**src/rtl/assert_macros.svh**
```systemverilog
// ============================================================================
// Assertion macros
// Shared concurrent assertion wrappers for the blend engine RTL.
// ============================================================================
`ifndef ASSERT_MACROS_SVH
`define ASSERT_MACROS_SVH

// Implication checked on every rising edge, disabled while reset is low.
`define ASSERT_IMPL(label, clk, rst_n, cond, prop) \
    label: assert property (@(posedge clk) disable iff (!rst_n) (cond) |-> (prop)) \
        else $error("assertion failed: cond -> prop");

// Implication whose consequent is checked in the cycle after the antecedent holds.
`define ASSERT_NEXT(label, clk, rst_n, cond, prop) \
    label: assert property (@(posedge clk) disable iff (!rst_n) (cond) |=> (prop)) \
        else $error("assertion failed: cond => prop");

`endif

```
**src/rtl/ipbe_pkg.sv**
```systemverilog
// ============================================================================
// ipbe_pkg
// Types, constants and helpers for the indexed pixel blend engine.
// ============================================================================
package ipbe_pkg;

    localparam int TABLE_COUNT   = 4;
    localparam int TABLE_ENTRIES = 256 * 256;
    localparam int RAM_DEPTH     = TABLE_COUNT * TABLE_ENTRIES;
    localparam int RAM_AW        = $clog2(RAM_DEPTH);
    localparam int PIX_W         = 8;

    typedef enum logic [1:0] {
        MODE_RAW   = 2'd0,
        MODE_KEY   = 2'd1,
        MODE_TRANS = 2'd2,
        MODE_XFADE = 2'd3
    } t_mode;

    typedef enum logic [1:0] {
        CFG_BLEND_MODE   = 2'd0,
        CFG_TABLE_SELECT = 2'd1,
        CFG_MASK_ENABLE  = 2'd2
    } t_cfg_idx;

    typedef enum logic {
        OP_BLEND    = 1'b0,
        OP_TABLE_WR = 1'b1
    } t_opcode;

    typedef struct packed {
        t_mode      mode;
        logic [1:0] table_select;
        logic       mask_enable;
    } t_cfg;

    function automatic logic tbl_ok(input logic [1:0] t);
        return int'(t) < TABLE_COUNT;
    endfunction

    function automatic logic [RAM_AW-1:0] ram_addr(input logic [1:0] t,
                                                   input logic [PIX_W-1:0] row,
                                                   input logic [PIX_W-1:0] col);
        return RAM_AW'({t, row, col});
    endfunction

endpackage

```
**src/rtl/ipbe_cfg.sv**
```systemverilog
// ============================================================================
// ipbe_cfg
// Configuration register bank: blend mode, table select, mask enable.
// ============================================================================
`include "assert_macros.svh"

module ipbe_cfg import ipbe_pkg::*; (
    input  logic       i_clk,
    input  logic       i_rst_n,
    input  logic       i_cfg_valid,
    output logic       o_cfg_ready,
    input  logic [1:0] i_cfg_index,
    input  logic [1:0] i_cfg_data,
    output t_cfg       o_cfg
);

    t_cfg r_cfg;
    t_cfg n_cfg;

    assign o_cfg_ready = 1'b1;

    always_comb begin
        n_cfg = r_cfg;
        if (i_cfg_valid) begin
            case (t_cfg_idx'(i_cfg_index))
                CFG_BLEND_MODE: begin
                    n_cfg.mode = t_mode'(i_cfg_data);
                end
                CFG_TABLE_SELECT: begin
                    if (tbl_ok(i_cfg_data)) begin
                        n_cfg.table_select = i_cfg_data;
                    end
                end
                CFG_MASK_ENABLE: begin
                    n_cfg.mask_enable = i_cfg_data[0];
                end
                default: begin
                    n_cfg = r_cfg;
                end
            endcase
        end
    end

    always_ff @(posedge i_clk) begin
        if (!i_rst_n) begin
            r_cfg <= '{mode: MODE_RAW, table_select: 2'd0, mask_enable: 1'b0};
        end else begin
            r_cfg <= n_cfg;
        end
    end

    assign o_cfg = r_cfg;

    `ASSERT_IMPL(a_tsel_range, i_clk, i_rst_n, 1'b1, tbl_ok(r_cfg.table_select))

endmodule
```
**config.mk**
```make
export PLATFORM = sky130hd
export DESIGN_NAME = ipbe_cfg
export DESIGN_NICKNAME = d
export VERILOG_FILES = /design/src/rtl/ipbe_pkg.sv /design/src/rtl/ipbe_cfg.sv
export VERILOG_INCLUDE_DIRS = /design/src /design/src/rtl
export SDC_FILE = /design/constraint.sdc
export NUM_CORES = 1
export LEC_CHECK = 0
export BUFFER_PORTS_ARGS = -buffer_cell sky130_fd_sc_hd__buf_2
export CORE_AREA = 2 2 39 41
export DETAILED_ROUTE_END_ITERATION = 12
export DIE_AREA = 0 0 41 43
export SLEW_MARGIN = 20
export SYNTH_ARGS = -nofsm -noshare
export SYNTH_HDL_FRONTEND = slang
export SYNTH_SLANG_ARGS = --single-unit
export TNS_END_PERCENT = 30
```
**constraint.sdc**
```tcl
create_clock -name i_clk -period 0.8 [get_ports i_clk]
set_input_delay 0.16 -clock i_clk [delete_from_list [all_inputs] [get_ports i_clk]]
set_output_delay 0.16 -clock i_clk [all_outputs]
set_load 0.01 [all_outputs]
```
==> out/results.txt <==
Worst r2r path cells = 2
Total CTS buffers = 3
Pin count of the biggest net entering global routing = 8
Pwr dens = 1800 nW/um^2
Synth async-reset ratio = 0
CP Max Fanout = 2
Initial drt markers = 3
Clock Pin Slew Worst Setup and Hold Paths = 0.04 ns
Clock tree buffer depth = 2
Power, Total = 0.634 mW
Wirelength, routed = 485 um
Initial antenna violation count = 0
Total of max-cap violations = 0
Final Skew = 0 ns
Critical path's slowest cell = dfxtp_2
Max Clock Freq = 1.20 GHz
Max FFs per register = 5
Synth top area share = 0.452
Pleak = 0.165 nW
GR Overflow Total = 0
Initial Util = 0.160
WP data arrival = 0.67 ns
DRT antenna net count = 0
Design Area, Final = 353 um^2
Sequential area share after synthesis = 0.452
Avg WL per Cell = 9.33 um
DRC viols = 0
Distinct cells, synth = 7
ANT cells = 0
Pre-CTS WS = 0.0106 ns
Full die area = 1760 um^2
Setup CP Type = reg -> out
Critical Path RT = 0.64 ns
Flop2flop setup slack = 0.22 ns
Die width = 41 um
Setup Fix Bufs, Post-CTS = 0
Die Y = 43 um
Synth Area per Inst = 10.1 um^2
Final setup viols = 5
Clk Latency, worst-skew pair = 0.24 ns
CP endpoint kind = output port
Core ar. = 1380 um^2
Rows = 14
Crit path largest cell delay = 0.32 ns
Primary FF master, synth = dfxtp_1
Final worst setup slack = -0.0317 ns
Post-layout minimum cycle time = 0.832 ns
Startpoint types = flop
First-pass GRT wire length = 717 um
Syn nets = 29
Layout cells sized above 1 = 0.556
Synth area leaders = dfxtp_1, mux2i_1, nand2_1
Pre-Repair DR Iteration Count = 2
Crit share post-route = 1.04
Post-synth EDFFs = 0
Area of placed instances = 289 um^2
Outcome = finished, violations left
Final Hold Viols = 0
Total number of vias = 192
Maximum vdd drop = 0.531 mV
Synth top cells by count = nand2_1, dfxtp_1, mux2i_1
IO Pins = 13
Area Overhead vs Synth = 59.3%
Util after Layout = 0.255
Cell family with most CP delay = flip-flops
CP cell instances = buf_6
FF+latch count, synth = 5
Placer Congestion = 0.688
CTS tree = done
Synth Cell Area = 221 um^2
Failing checks = setup timing
CTS Sinks = 5
Mapped Cells = 22
Max-slew violation count = 0
Post-synth top area cell = dfxtp_1
Critical path buffers and inverters = 1
Worst path depth = 1
Cells after DPL = 48
Hold Crit Depth = 3
CTS root buf = clkbuf_4
PortBufs = 11
NumNets Final = 44
H-tree depth = 1
Total Routing Usage GR = 0.0643
Most common cell in the synthesized netlist = nand2_1
Hold WC Path Type = in -> reg
Via/cell ratio = 3.69
RSZ-0062 raised after global routing = yes
Fin cells = 52
Vias in the first global route = 193
Syn. warnings = 0
## per-stage QoR
stage               hold slack (ns)  TNS, ns
floorplan                     0.307        0
global placement              0.449        0
detailed placement            0.451        0
CTS                           0.192   -0.196
global route                  0.227   -0.211
finish                        0.201   -0.141
## cells by family (layout without fill, tap and decap cells)
logic type	count (synthesis)	after routing	share of synthesized area
and+or+nand+nor	10	10	0.271
muxes	5	5	0.226
DFF	5	5	0.452
other	1	1	0.0169
buffers and inverters	1	15	0.0339
## tightest hold or removal path, cell delays in order
cell     delay [ns]
buf_2          0.09
nand2_1        0.08
mux2i_1        0.06
## what timing repair did
action / 4_1_cts / 5_1_grt
gates resized for setup: 10 / 0
pin swaps: 0 / 0
endpoints found under the setup margin: 5 / 5
hold buffers: 0 / 0
## layout make-up
| class | instances | area, um^2 |
|---|---|---|
| fillers | 150 | 1030 |
| clock buffers | 4 | 26.3 |
| repair buffers | 11 | 86.3 |
| multi-input cells | 16 | 114 |
| flip-flops and latches | 5 | 106 |
| well taps | 16 | 20.0 |
## metal layers
layer,up-vias,track usage,wire (um)
met1,85,0.0707,199
met2,7,0.0813,230
met4,0,0.0600,0
met3,0,0.0366,56
li1,100,-,-
met5,-,0,0
## final timing paths
path	start	end
min reg2reg	o_cfg[2]$_SDFFE_PN0P_	o_cfg[2]$_SDFFE_PN0P_
min	i_cfg_data[1]	o_cfg[2]$_SDFFE_PN0P_
max	o_cfg[4]$_SDFFE_PN0P_	o_cfg[4]
max reg2reg	o_cfg[1]$_SDFFE_PN0P_	o_cfg[1]$_SDFFE_PN0P_
## layout by cell type, fill, tap and decap left out, drive strengths merged
cell    instances
buf            11
nand2           7
mux2i           5
dfxtp           5
clkbuf          4
nand3b          2
nor3b           1
conb            1
## power by group
part / switching (mW) / internal, mW
Sequential: 0.00584 / 0.261
Combinational: 0.0346 / 0.0411
Clock: 0.103 / 0.189
Total: 0.144 / 0.490
(Power assumes the default switching activity.)
