[config.mk]
export PLATFORM = sky130hd
export DESIGN_NAME = ipbe_ram
export DESIGN_NICKNAME = d
export VERILOG_FILES = /design/src/rtl/assert_macros.svh /design/src/rtl/ipbe_ram.sv
export SDC_FILE = /design/constraint.sdc
export NUM_CORES = 2
export LEC_CHECK = 0
export ABC_CLOCK_PERIOD_IN_PS = 5500
export BUFFER_PORTS_ARGS = -buffer_cell sky130_fd_sc_hd__buf_4
export CELL_PAD_IN_SITES_DETAIL_PLACEMENT = 1
export CELL_PAD_IN_SITES_GLOBAL_PLACEMENT = 1
export CORE_UTILIZATION = 50
export DETAILED_ROUTE_END_ITERATION = 10
export PLACE_DENSITY_LB_ADDON = 0.1
export SLEW_MARGIN = 5
export SYNTH_ARGS = -nofsm -noshare
export SYNTH_HDL_FRONTEND = slang
export SYNTH_SLANG_ARGS = --single-unit
[constraint.sdc]
create_clock -name i_clk -period 5.5 [get_ports i_clk]
set_input_delay 1.1 -clock i_clk [delete_from_list [all_inputs] [get_ports i_clk]]
set_output_delay 1.1 -clock i_clk [all_outputs]
set_load 0.1 [all_outputs]
[src/rtl/assert_macros.svh]
// ============================================================================
// Assertion macros
// Shared concurrent assertion wrappers for the blend engine RTL.
// ============================================================================
`ifndef ASSERT_MACROS_SVH
`define ASSERT_MACROS_SVH

// Implication checked on every rising edge, disabled while reset is low.
`define ASSERT_IMPL(label, clk, rst_n, cond, prop) \
    label: assert property (@(posedge clk) disable iff (!rst_n) (cond) |-> (prop)) \
        else $error("assertion failed: cond -> prop");

// Implication whose consequent is checked in the cycle after the antecedent holds.
`define ASSERT_NEXT(label, clk, rst_n, cond, prop) \
    label: assert property (@(posedge clk) disable iff (!rst_n) (cond) |=> (prop)) \
        else $error("assertion failed: cond => prop");

`endif

[src/rtl/ipbe_ram.sv]
// ============================================================================
// ipbe_ram
// Generic simple dual-port RAM: one write port, one registered read port.
// ============================================================================
module ipbe_ram #(
    parameter int WIDTH = 8,
    parameter int DEPTH = 256
) (
    input  logic                     i_clk,
    input  logic                     i_wr_en,
    input  logic [$clog2(DEPTH)-1:0] i_wr_addr,
    input  logic [WIDTH-1:0]         i_wr_data,
    input  logic                     i_rd_en,
    input  logic [$clog2(DEPTH)-1:0] i_rd_addr,
    output logic [WIDTH-1:0]         o_rd_data
);

    logic [WIDTH-1:0] r_mem [DEPTH];
    logic [WIDTH-1:0] r_rd_data;

    always_ff @(posedge i_clk) begin
        if (i_wr_en) begin
            r_mem[i_wr_addr] <= i_wr_data;
        end
        if (i_rd_en) begin
            r_rd_data <= r_mem[i_rd_addr];
        end
    end

    assign o_rd_data = r_rd_data;

endmodule

==> summary.txt <==
Synth
  • Top FF cell, synth: edfxtp_1
  • Seq/Total Area, Yosys: 77.53%
  • Share of the synthesized area in the top cell type: 77.53%
  • Netlist Area Pre-Place: 0.07964 mm2
  • Synth area leader: edfxtp_1
  • Synth Instances: about 3.7k
  • Ranking of synthesized cells by area: edfxtp_1, mux4_2, mux2i_1
  • Syn. warnings: 0
  • Adder-cell share of the synthesized area: 0%
  • Post-synthesis compound-gate area fraction: 3.416%
  • Post-synth EDFFs: 2,056
  • Xor/xnor cell area share of the yosys netlist: 0%
  • Largest family of logic cells by synthesized area: multiplexers
  • Synth Register Bits: 2,056
  • Synth cell types: 54
  • Async SR Flop Fraction: 0%
  • Syn_area_per_cell: 21.33 um2
  • Mapped Nets: 3,760
  • Mux cell area share after synthesis: 14.60%
  • Simple-gate share of the synthesized area: 2.625%

Critical path
  • Flop-to-flop setup slack: between 1.5 and 2 ns
  • Worst path cell trace: buf_8, buf_12, buf_4, mux4_2, a211oi_1, nor2_1, nor4_1, buf_4, nor4_1
  • Cell depth of the worst setup path: 9
  • CP endpoint kind: register
  • Largest stage delay on the critical path: 0.91 ns
  • CP Launch Type: input port
  • WP data arrival: between 4 and 5 ns
  • R2r endpoint: o_rd_data[7]$_DFFE_PP_
  • FF-to-FF path depth: 7
  • Slowest stage cell, crit path: nor4_1
  • WS Path Type: input port to register
  • Crit Path Max Fanout: 42
  • Req. time, crit path: just over 6 ns
  • WP buf/inv: 4
  • Worst R2R Start: r_mem[101][7]$_DFFE_PP_
  • Cell family with most CP delay: simple AND/OR/NAND/NOR gates

Global routing
  • Number of antenna violations at the first check in global routing: 14
  • Vias in the first global route: between 40k and 50k
  • GRT Total Usage: between 20% and 30%
  • Grt ovf: 0
  • Largest net degree at the start of global routing: 158
  • First-pass GRT wire length: 301,100 um

Power and ir drop
  • Static Leak: about 27 nW
  • Peak supply drop: ~0.40 mV
  • PD cells: 362.9 mW/mm2

Floorplan
  • Core area: 0.1582 mm2
  • Initial Util: 50.34%
  • Die span in x: 401.1 um
  • Die Y: 401.1 um
  • Row count: between 100 and 150
  • IO Pins: 35
  • DIE AREA: about 0.16 mm2

Place
  • Routability cong.: 0.8525
  • Pre-CTS setup slack: 0.4660 ns
  • Post-DP HPWL: 131,600 um
  • IO Port Bufs: 34

Clock tree
  • Post_cts resized: 0
  • Post-CTS Setup Bufs: 0
  • CTS H-tree depth: 4
  • Clk root buf: clkbuf_16
  • Clock sinks: 2,056
  • CTS buffer count: 205
  • Worst-path clk slew: approximately 0.060 ns
  • Longest Clk Path Bufs: 3
  • Hold buffers post-CTS: 0
  • CTS tree: done
  • Skew-Pair Late Insertion Delay: 0.85 ns

Cells and area
  • Final nets: slightly below 4k
  • Number of fill cells in the layout: roughly 13k
  • Storage cell area: a little over 0.06 mm2
  • Layout area overhead: 11.53%
  • Multi-input gate area: 0.01651 mm2
  • Share of post-route cells with drive strength above 1: 22.78%

Min path
  • Worst min-delay path category: input port to register
  • Hold Crit Depth: 1
  • Hold path start: i_rd_en
  • Worst Hold Path EP: o_rd_data[4]$_DFFE_PP_

Timing
  • Final hold vios: 0
  • Final worst setup slack: approximately 1.3 ns
  • Setup TNS: 0 ns
  • Least-Margin Pin Slew: 1.307 ns
  • F_max: about 240 MHz
  • Max Slew Vio Count: 0
  • Fin Clk Skew: 0.02124 ns
  • Slew HR: 12.07%
  • RSZ-0062 raised after global routing: no
  • Period utilization: 76.38%
  • Tmin final: 4.201 ns
  • Final setup viols: 0

Drt
  • Drt first-iter violations: between 3k and 4k
  • Residual DRC: 0
  • Final wirelength: 211,300 um
  • Avg Vias per Cell: 6.333
  • Drt pass-1 iters: 8
  • WL/cell: 34.45 um
  • Vias: 38.83k
  • Detail Route Antenna Nets: 0

Status
  • Status: finished clean

Flow run
  • Max-cap viol count: 0
## worst max path at each step
stage | slack, ns | endpoint | from
2_1_floorplan | 2.32 | o_rd_data[2]$_DFFE_PP_ | i_rd_addr[0]
3_3_place_gp | 0.46 | o_rd_data[5]$_DFFE_PP_ | i_rd_addr[1]
3_5_place_dp | 0.47 | o_rd_data[7]$_DFFE_PP_ | i_rd_addr[0]
4_1_cts | 1.36 | o_rd_data[4]$_DFFE_PP_ | i_rd_addr[0]
5_1_grt | 1.28 | o_rd_data[7]$_DFFE_PP_ | i_rd_addr[0]
6_report | 1.30 | o_rd_data[7]$_DFFE_PP_ | i_rd_addr[0]
## final cells by class
type                            count  share of cell area [%]
Tap cell                         2072                   2.919
Timing Repair Buffer              176                   1.857
Clock buffer                      260                   6.104
Antenna cell                        4                 0.01127
Sequential cell                  2056                   69.51
Multi-Input combinational cell   1442                   18.59
Clock inverter                    120                   1.000
Inverter                            2                0.008452
## cell usage in the layout, fill, tap and decap left out, drive strengths merged, types with 16 or more instances in the layout
master  synthesis  routed
o22ai          28      28
a211oi         16      16
edfxtp       2056    2056
nor4           27      27
a21oi          96      96
a22oi         133     133
nand2          33      33
mux2i         134     134
mux4          456     456
clkbuf        111     268
clkinv          1     102
buf           122     168
nor2          282     282
nand3          34      34
o221ai         47      47
nor2b          31      31
nor3           22      22
## state kept, by name (all words and copies together) (netlist names)
name and flops:
o_rd_data 8, r_mem 2048
## cells in the mapped netlist, types with 3 or more instances
library cell / instances
a221oi_1: 13
mux4_2: 454
edfxtp_1: 2056
nor3_1: 22
o22a_1: 5
o211ai_1: 10
buf_6: 21
nor4_2: 3
clkbuf_1: 111
nor2_1: 282
and2_1: 6
o221ai_1: 46
buf_1: 22
nand3_1: 34
nand4_1: 10
o21ai_0: 10
a22oi_1: 133
a211oi_1: 16
nand2b_1: 8
a21oi_1: 96
buf_8: 13
a22o_1: 8
buf_4: 27
nor2b_1: 31
mux2i_1: 134
nand2_1: 33
o32ai_1: 4
o22ai_1: 28
or2_2: 4
buf_2: 31
buf_12: 8
nor4_1: 24
## per-layer routing
layer	vias to the layer above	wire length (um)	GRT usage [%]
met3	329	13950	4.521
met1	20993	86860	36.83
met5	-	83	0
met2	1473	104200	42.98
li1	16025	-	-
met4	12	6203	8.214
## report_power, final
part           switching, mW  total (mW)  internal (mW)
Clock                   5.84        13.3           7.42
Combinational           1.11        1.66          0.549
Sequential            0.0245        17.3           17.3
## kinds of logic after synthesis
family | after synthesis
AO/OA/AOI/OAI | 385
buffers and inverters | 235
flip-flops | 2056
multiplexers | 591
AND/OR/NAND/NOR | 466
## per-stage QoR
step / area [um2] / power, mW / utilization [%] / instances / hold WS (ns)
floorplan: 79640 / 18.52 / - / 3733 / 0.8642
global placement: 82470 / 19.26 / 52.13 / 5746 / 1.023
detailed placement: 82500 / 19.31 / 52.15 / 5748 / 1.039
CTS: 88810 / 32.44 / 56.14 / 6128 / 0.6066
global route: 88810 / 32.99 / 56.14 / 6129 / 0.6268
finish: 88820 / 32.23 / 56.14 / 6132 / 0.6572
No activity file was read; power rests on OpenSTA's default activity.
